--- src/hsc_pkg.sv ---
// Package for the heap sort block: shared widths and constants.
// No dependencies.
package hsc_pkg;
    localparam int unsigned MAX_ITEMS_DEF = 64;
    localparam int unsigned VALUE_W = 32;
    localparam int unsigned COUNT_W = 11;
    localparam logic [COUNT_W-1:0] COUNT_LIMIT = 11'd2047;
endpackage

--- src/heap_sort_with_counts.sv ---
// Heap sort with comparison and swap totals: collect, heapify, extract, emit.
// Depends on hsc_pkg and hsc_ram.
//
// channel | direction | handshake           | payload
// in      | input     | in_valid/in_stall   | value, final_item
// out     | output    | out_valid/out_stall | sorted_value, last_out, counts, overflowed
//
// Non-final items are accepted back to back while collecting. A final item
// starts the sort on the single-port element RAM: a sift step reads the node and
// its children in turn and, on a swap, writes both back; each extraction swaps
// root and last through S_EXT, S_EXT0, S_EMIT and S_ROOTW. Results then leave
// one at a time, each held under out_stall until it is taken.
// Reset clears the state, item count, totals, flags and loop counters; the RAM needs no clearing.
module heap_sort_with_counts
    import hsc_pkg::*;
#(
    parameter int unsigned MAX_ITEMS = MAX_ITEMS_DEF
) (
    input  logic                        clk,
    input  logic                        rst_n,
    input  logic                        in_valid,
    output logic                        in_stall,
    input  logic signed [VALUE_W-1:0]   value,
    input  logic                        final_item,
    output logic                        out_valid,
    input  logic                        out_stall,
    output logic signed [VALUE_W-1:0]   sorted_value,
    output logic                        last_out,
    output logic [COUNT_W-1:0]          compare_count,
    output logic [COUNT_W-1:0]          swap_count,
    output logic                        overflowed
);
    localparam int unsigned AW = $clog2(MAX_ITEMS);
    localparam int unsigned CW = $clog2(MAX_ITEMS + 1);
    localparam int unsigned XW = AW + 2;

    localparam logic [3:0] S_COLLECT = 4'd0;
    localparam logic [3:0] S_BUILD   = 4'd1;
    localparam logic [3:0] S_NODE    = 4'd2;
    localparam logic [3:0] S_LEFT    = 4'd3;
    localparam logic [3:0] S_RIGHT   = 4'd4;
    localparam logic [3:0] S_DECIDE  = 4'd5;
    localparam logic [3:0] S_SWAP2   = 4'd6;
    localparam logic [3:0] S_EXT     = 4'd7;
    localparam logic [3:0] S_EXT0    = 4'd8;
    localparam logic [3:0] S_EXT1    = 4'd9;
    localparam logic [3:0] S_RD      = 4'd10;
    localparam logic [3:0] S_EMIT    = 4'd11;
    localparam logic [3:0] S_ROOTW   = 4'd12;
    localparam logic [3:0] S_OUT     = 4'd13;
    localparam logic [3:0] S_DONE    = 4'd14;

    logic [3:0]              state_reg, state_next;
    logic [CW-1:0]           count_reg, count_next;
    logic [CW-1:0]           size_reg, size_next;
    logic [CW-1:0]           iter_reg, iter_next;
    logic                    heapify_reg, heapify_next;
    logic [XW-1:0]           node_reg, node_next;
    logic [XW-1:0]           top_reg, top_next;
    logic [VALUE_W-1:0]      nval_reg, nval_next;
    logic [VALUE_W-1:0]      tval_reg, tval_next;
    logic [COUNT_W-1:0]      cmp_reg, cmp_next;
    logic [COUNT_W-1:0]      swp_reg, swp_next;
    logic                    ovf_reg, ovf_next;
    logic [CW-1:0]           k_reg, k_next;
    logic                    ov_reg, ov_next;
    logic [VALUE_W-1:0]      ovd_reg, ovd_next;
    logic                    olast_reg, olast_next;

    logic                    we;
    logic [AW-1:0]           addr;
    logic [VALUE_W-1:0]      wdata, rdata;

    hsc_ram #(.WIDTH(VALUE_W), .DEPTH(MAX_ITEMS)) u_ram (
        .clk(clk), .we(we), .addr(addr), .wdata(wdata), .rdata(rdata)
    );

    function automatic logic [COUNT_W-1:0] sat_add(logic [COUNT_W-1:0] a,
                                                   logic [1:0] b);
        logic [COUNT_W:0] s;
        s = {1'b0, a} + {{(COUNT_W-1){1'b0}}, b};
        return s[COUNT_W] ? COUNT_LIMIT : s[COUNT_W-1:0];
    endfunction

    function automatic logic gt(logic [VALUE_W-1:0] a, logic [VALUE_W-1:0] b);
        return $signed(a) > $signed(b);
    endfunction

    logic [XW-1:0] left_w, right_w;
    assign left_w  = {node_reg[XW-2:0], 1'b1};
    assign right_w = left_w + XW'(1);

    assign in_stall     = (state_reg != S_COLLECT);
    assign out_valid    = ov_reg;
    assign sorted_value = ovd_reg;
    assign last_out     = olast_reg;
    assign compare_count = cmp_reg;
    assign swap_count   = swp_reg;
    assign overflowed   = ovf_reg;

    always_comb
    begin
        state_next   = state_reg;
        count_next   = count_reg;
        size_next    = size_reg;
        iter_next    = iter_reg;
        heapify_next = heapify_reg;
        node_next    = node_reg;
        top_next     = top_reg;
        nval_next    = nval_reg;
        tval_next    = tval_reg;
        cmp_next     = cmp_reg;
        swp_next     = swp_reg;
        ovf_next     = ovf_reg;
        k_next       = k_reg;
        ov_next      = ov_reg;
        ovd_next     = ovd_reg;
        olast_next   = olast_reg;
        we           = 1'b0;
        addr         = '0;
        wdata        = nval_reg;
        unique case (state_reg)
            S_COLLECT:
            begin
                if (in_valid)
                begin
                    addr  = count_reg[AW-1:0];
                    wdata = value;
                    if (count_reg < CW'(MAX_ITEMS))
                    begin
                        we         = 1'b1;
                        count_next = count_reg + CW'(1);
                    end
                    else
                    begin
                        ovf_next = 1'b1;
                    end
                    if (final_item)
                    begin
                        cmp_next     = '0;
                        swp_next     = '0;
                        heapify_next = 1'b1;
                        iter_next    = (count_reg < CW'(MAX_ITEMS))
                                       ? CW'((count_reg + CW'(1)) >> 1)
                                       : CW'(count_reg >> 1);
                        state_next   = S_BUILD;
                    end
                end
            end
            S_BUILD:
            begin
                size_next = count_reg;
                if (iter_reg == '0)
                begin
                    heapify_next = 1'b0;
                    iter_next    = count_reg;
                    state_next   = S_EXT;
                end
                else
                begin
                    node_next  = XW'(iter_reg - CW'(1));
                    iter_next  = iter_reg - CW'(1);
                    state_next = S_NODE;
                end
            end
            S_NODE:
            begin
                addr       = node_reg[AW-1:0];
                cmp_next   = sat_add(cmp_reg, 2'd2);
                top_next   = node_reg;
                state_next = S_LEFT;
            end
            S_LEFT:
            begin
                nval_next = rdata;
                tval_next = rdata;
                addr      = left_w[AW-1:0];
                if (left_w < XW'(size_reg))
                    state_next = S_RIGHT;
                else
                    state_next = heapify_reg ? S_BUILD : S_EXT;
            end
            S_RIGHT:
            begin
                if (gt(rdata, tval_reg))
                begin
                    tval_next = rdata;
                    top_next  = left_w;
                end
                addr = right_w[AW-1:0];
                if (right_w < XW'(size_reg))
                    state_next = S_DECIDE;
                else
                    state_next = S_SWAP2;
            end
            S_DECIDE:
            begin
                if (gt(rdata, tval_reg))
                begin
                    tval_next = rdata;
                    top_next  = right_w;
                end
                state_next = S_SWAP2;
            end
            S_SWAP2:
            begin
                if (top_reg == node_reg)
                begin
                    state_next = heapify_reg ? S_BUILD : S_EXT;
                end
                else
                begin
                    we         = 1'b1;
                    addr       = node_reg[AW-1:0];
                    wdata      = tval_reg;
                    swp_next   = sat_add(swp_reg, 2'd1);
                    node_next  = top_reg;
                    state_next = S_EXT1;
                end
            end
            S_EXT1:
            begin
                // write the old parent value into the child, continue sifting
                we         = 1'b1;
                addr       = node_reg[AW-1:0];
                wdata      = nval_reg;
                state_next = S_NODE;
            end
            S_EXT:
            begin
                if (iter_reg == '0)
                begin
                    k_next     = '0;
                    state_next = S_RD;
                end
                else
                begin
                    addr       = '0;
                    swp_next   = sat_add(swp_reg, 2'd1);
                    state_next = S_EXT0;
                end
            end
            S_EXT0:
            begin
                // rdata is root; read last
                tval_next  = rdata;
                addr       = AW'(iter_reg - CW'(1));
                state_next = S_EMIT;
            end
            S_EMIT:
            begin
                // extraction swap: last <- old root, then root <- old last
                we         = 1'b1;
                addr       = AW'(iter_reg - CW'(1));
                wdata      = tval_reg;
                nval_next  = rdata;
                size_next  = iter_reg - CW'(1);
                iter_next  = iter_reg - CW'(1);
                state_next = S_ROOTW;
            end
            S_ROOTW:
            begin
                we         = 1'b1;
                addr       = '0;
                wdata      = nval_reg;
                node_next  = '0;
                state_next = S_NODE;
            end
            S_RD:
            begin
                if (!ov_reg || !out_stall)
                begin
                    ov_next = 1'b0;
                    if (k_reg == count_reg)
                    begin
                        state_next = S_DONE;
                    end
                    else
                    begin
                        addr       = k_reg[AW-1:0];
                        state_next = S_OUT;
                    end
                end
            end
            S_OUT:
            begin
                ov_next    = 1'b1;
                ovd_next   = rdata;
                olast_next = (k_reg + CW'(1) == count_reg);
                k_next     = k_reg + CW'(1);
                state_next = S_RD;
            end
            S_DONE:
            begin
                count_next = '0;
                ovf_next   = 1'b0;
                cmp_next   = '0;
                swp_next   = '0;
                state_next = S_COLLECT;
            end
            default:
            begin
                state_next = S_COLLECT;
            end
        endcase
    end

    always_ff @(posedge clk or negedge rst_n)
    begin
        if (!rst_n)
        begin
            state_reg   <= S_COLLECT;
            count_reg   <= '0;
            cmp_reg     <= '0;
            swp_reg     <= '0;
            ovf_reg     <= 1'b0;
            ov_reg      <= 1'b0;
            heapify_reg <= 1'b0;
            iter_reg    <= '0;
            k_reg       <= '0;
        end
        else
        begin
            state_reg   <= state_next;
            count_reg   <= count_next;
            cmp_reg     <= cmp_next;
            swp_reg     <= swp_next;
            ovf_reg     <= ovf_next;
            ov_reg      <= ov_next;
            heapify_reg <= heapify_next;
            iter_reg    <= iter_next;
            k_reg       <= k_next;
        end
    end

    always_ff @(posedge clk)
    begin
        size_reg  <= size_next;
        node_reg  <= node_next;
        top_reg   <= top_next;
        nval_reg  <= nval_next;
        tval_reg  <= tval_next;
        ovd_reg   <= ovd_next;
        olast_reg <= olast_next;
    end

    a_no_in_when_busy: assert property (@(posedge clk) disable iff (!rst_n)
        (state_reg != S_COLLECT) |-> in_stall)
        else $error("input taken while sorting");
    a_count_bound: assert property (@(posedge clk) disable iff (!rst_n)
        count_reg <= CW'(MAX_ITEMS))
        else $error("item count past capacity");
    a_out_hold: assert property (@(posedge clk) disable iff (!rst_n)
        (ov_reg && out_stall) |=> (ov_reg && $stable(ovd_reg)))
        else $error("stalled result changed");
endmodule

--- src/hsc_ram.sv ---
// Generic single-port RAM with registered read.
// No dependencies.
module hsc_ram #(
    parameter int unsigned WIDTH = 32,
    parameter int unsigned DEPTH = 64
) (
    input  logic                     clk,
    input  logic                     we,
    input  logic [$clog2(DEPTH)-1:0] addr,
    input  logic [WIDTH-1:0]         wdata,
    output logic [WIDTH-1:0]         rdata
);
    logic [WIDTH-1:0] mem [DEPTH];

    always_ff @(posedge clk)
    begin
        if (we)
        begin
            mem[addr] <= wdata;
        end
        rdata <= mem[addr];
    end
endmodule

--- config.mk ---
export PLATFORM = sky130hd
export DESIGN_NAME = heap_sort_with_counts
export DESIGN_NICKNAME = d
export VERILOG_FILES = /design/src/hsc_pkg.sv /design/src/heap_sort_with_counts.sv /design/src/hsc_ram.sv
export SDC_FILE = /design/constraint.sdc
export NUM_CORES = 2
export LEC_CHECK = 0
export BUFFER_PORTS_ARGS = -buffer_cell sky130_fd_sc_hd__buf_2
export CORE_MARGIN = 2
export CORE_UTILIZATION = 40
export DETAILED_ROUTE_END_ITERATION = 10
export SYNTH_ARGS = -nofsm -noshare
export SYNTH_HDL_FRONTEND = slang
export SYNTH_SLANG_ARGS = --single-unit
--- constraint.sdc ---
create_clock -name clk -period 6.8 [get_ports clk]
set_input_delay 0.68 -clock clk [delete_from_list [all_inputs] [get_ports clk]]
set_output_delay 0.68 -clock clk [all_outputs]
set_load 0.03 [all_outputs]
==> results.sh <==
export IMPL_status="finished clean"
export IMPL_setup_viol=0
export IMPL_relSlewSlack_pct=8.927
export IMPL_wl_per_cell_microns=34.23
export IMPL_final_common_cell="edfxtp_1"
export IMPL_period_share_pct=90.43
export IMPL_min_period_ps=6149
export IMPL_cts_htree_levels=4
export IMPL_area_delta_synth_final_pct=15.25
export IMPL_grt_setup_unrepaired="no"
export IMPL_drc=0
export IMPL_utilization_pct=46.35
export IMPL_clock_latency_ps=870
export IMPL_pwr_share_comb_pct=41.5
export IMPL_whs_path_depth=3
export IMPL_min_to="out_valid"
export IMPL_cp_max_fo=33
export IMPL_worst_pin_slew_ps=1364
export IMPL_grt_overflow=0
export IMPL_io_pins=95
export IMPL_tns_ps=0
export IMPL_clk_path_buf_depth=3
export IMPL_fmax_mhz=162.6
export IMPL_largest_reg_flops=2048
export IMPL_vias=52630
export IMPL_yosys_warnings=0
export IMPL_power_internal_w=0.03093
export IMPL_power_density_mw_per_mm2=543.9
export IMPL_synth_seq_cells=2250
export IMPL_cts_sinks=2250
export IMPL_final_cell_mix="edfxtp_1, a22oi_1, clkbuf_16, buf_4, a41oi_1"
export IMPL_rrSetupSlack_ps=650
export IMPL_p_clk_share_pct=22.4
export IMPL_hold_violations=0
export IMPL_drtIter0Drc=9243
export IMPL_core_area_sq_mm=0.2119
export IMPL_seq_area_sq_mm=0.06699
export IMPL_clk_pin_slew_ps=60
export IMPL_grt_pass1_wl_mm=391.2
export IMPL_synth_cell_types=80
export IMPL_ant_nets=0
export IMPL_vdd_drop_max_uv=854.6
export IMPL_cts_tree="yes"
export IMPL_postCtsSetupBuffers=0
export IMPL_num_rows=169
export IMPL_synthFlopType="edfxtp_1"
export IMPL_sw_frac_of_total_pct=42.09
export IMPL_hp_class="input pin to register"
export IMPL_grt_max_degree=69
export IMPL_required_ps=7390
export IMPL_avgSynthCellArea_sq_um=17.11
export IMPL_power_switching_w=0.02248
export IMPL_drive_above_1_share_pct=16.60
export IMPL_gp_congestion=0.8788
export IMPL_synth_edff_count=2168
export IMPL_track_usage_pct=25.41
export IMPL_die_y_microns=465.6
export IMPL_seqPwrFrac_pct=36.1
export IMPL_yosysSeqAreaShare_pct=78.62
export IMPL_worstHoldStart="out_stall"
export IMPL_antenna_found_initial=11
export IMPL_rr_startpoint="state_reg[0]"
export IMPL_postPlaceCellArea_sq_mm=0.09116
export IMPL_syn_inst=4980
export IMPL_hpwl_mm=166.7
export IMPL_wl_mm=282.5
export IMPL_cp_arrival_ps=6740
export IMPL_root_buffer="clkbuf_16"
export IMPL_via_per_inst=6.378
export IMPL_nets=5329
export IMPL_die_area_sq_mm=0.2168
export IMPL_fin_area_sq_mm=0.09821
export IMPL_multi_input_area_sq_mm=0.01711
export IMPL_r2r_end="u_ram.rdata[3]"
export IMPL_critPathKind="register to register"
export IMPL_slew_viol_final=0
export IMPL_grt_pass1_vias=49480
export IMPL_cp_start_kind="register"
export IMPL_synth_fp_nets=5068
export IMPL_cellLeakagePower_nw=30.91
export IMPL_async_reset_ff_share_pct=2.222
export IMPL_synthesis_area_sq_mm=0.08522
export IMPL_dieWidth_microns=465.6
export IMPL_port_buffers=94
export IMPL_largest_register="u_ram.mem"
export IMPL_worstRegToRegCells=14
export IMPL_worst_clock_skew_ps=46.81
export IMPL_fillers=17960
export IMPL_cts_buffers=219
export IMPL_endpoint_kind="register"
export IMPL_drtPass1Iterations=11
export IMPL_cap_violations=0
export IMPL_initial_core_util_pct=40.22
[cell families after synthesis]
kind of cell,count (synthesis),synth area share (%)
AOI/OAI and AO/OA,1505,13.25
xor gates and xnor gates,40,0.4111
adders and majority gates,51,0.7488
buffers and inverters,417,2.079
DFF,2250,78.62
muxes,94,1.225
and+or+nand+nor,623,3.672
[repair_timing]
item | CTS | global route
gates resized for setup | 0 | 0
hold buffers | 1 | 0
hold endpoints to repair | 50 | 0
[synthesized netlist by cell type (47+ instances only)]
library cell	n	share of area (%)
edfxtp_1	2168	76
a22oi_1	786	6.9
clkbuf_1	180	0.79
nor2_1	146	0.64
nand2_1	136	0.60
a41oi_1	135	1.4
a21oi_1	107	0.63
and3_1	106	0.78
o21ai_0	106	0.62
a221oi_1	94	0.97
inv_1	90	0.40
buf_2	87	0.51
mux2_2	74	0.98
nand3_1	74	0.43
ha_1	51	0.75
dfrtp_1	50	1.5
a31oi_1	47	0.35
[worst max path at each step]
stage | start | end | slack, ps | cells after the start
final | state_reg[0] | u_ram.rdata[3] | 650 | 14
after global routing | state_reg[0] | u_ram.rdata[3] | 390 | 11
after CTS | state_reg[0] | u_ram.rdata[3] | 870 | 14
after detailed placement | state_reg[0] | u_ram.rdata[3] | 880 | 14
after global placement | state_reg[0] | u_ram.rdata[0] | -70 | 13
after floorplan | state_reg[0] | u_ram.mem[18][0] | 1450 | 9
[worst max-delay path: stages, from the launching register on]
cell and delay [ps]:
dfrtp_1 950, nand2b_1 350, nor2_1 70, buf_4 190
a21boi_1 190, o21ai_4 200, buf_4 470, and2_4 570
nor3_4 190, buf_12 250, buf_4 240, a22oi_1 250
a41oi_1 290, nor4_1 1120, o211ai_1 480
[stage by stage]
step                      power (W)  setup slack [ps]  hold WS, ps  std cells
after floorplan             0.03033              1450        384.4       4980
after global placement      0.04072            -72.08        492.3       7838
after detailed placement    0.04099             877.8        501.7       7840
after CTS                   0.05278             874.7        146.8       8250
after global routing        0.05479             389.0        179.0       8251
final                       0.05341             650.6        197.2       8252
[layer usage]
layer | share of wire (%) | GRT usage, %
met5 | 0.013 | 0
met3 | 13 | 7.067
met1 | 39 | 36.07
met2 | 44 | 37.89
met4 | 3.3 | 8.038
[cell type report]
cell class	instances	area share [%]
timing repair buffer	367	3.260
inverter	90	0.3440
sequential	2250	68.21
clock buffer	275	5.929
tap	2821	3.594
clock inverter	134	1.237
antenna	2	0.005096
multi-input combinational	2313	17.42
[power groups by stage]
stage          clock (W)  sequential, W  combinational [W]
6_report          0.0120         0.0193             0.0222
5_1_grt           0.0125         0.0194             0.0229
4_1_cts           0.0120         0.0193             0.0215
3_5_place_dp           0         0.0196             0.0214
3_3_place_gp           0         0.0195             0.0212
2_1_floorplan          0         0.0192             0.0111
(Power assumes the default switching activity.)
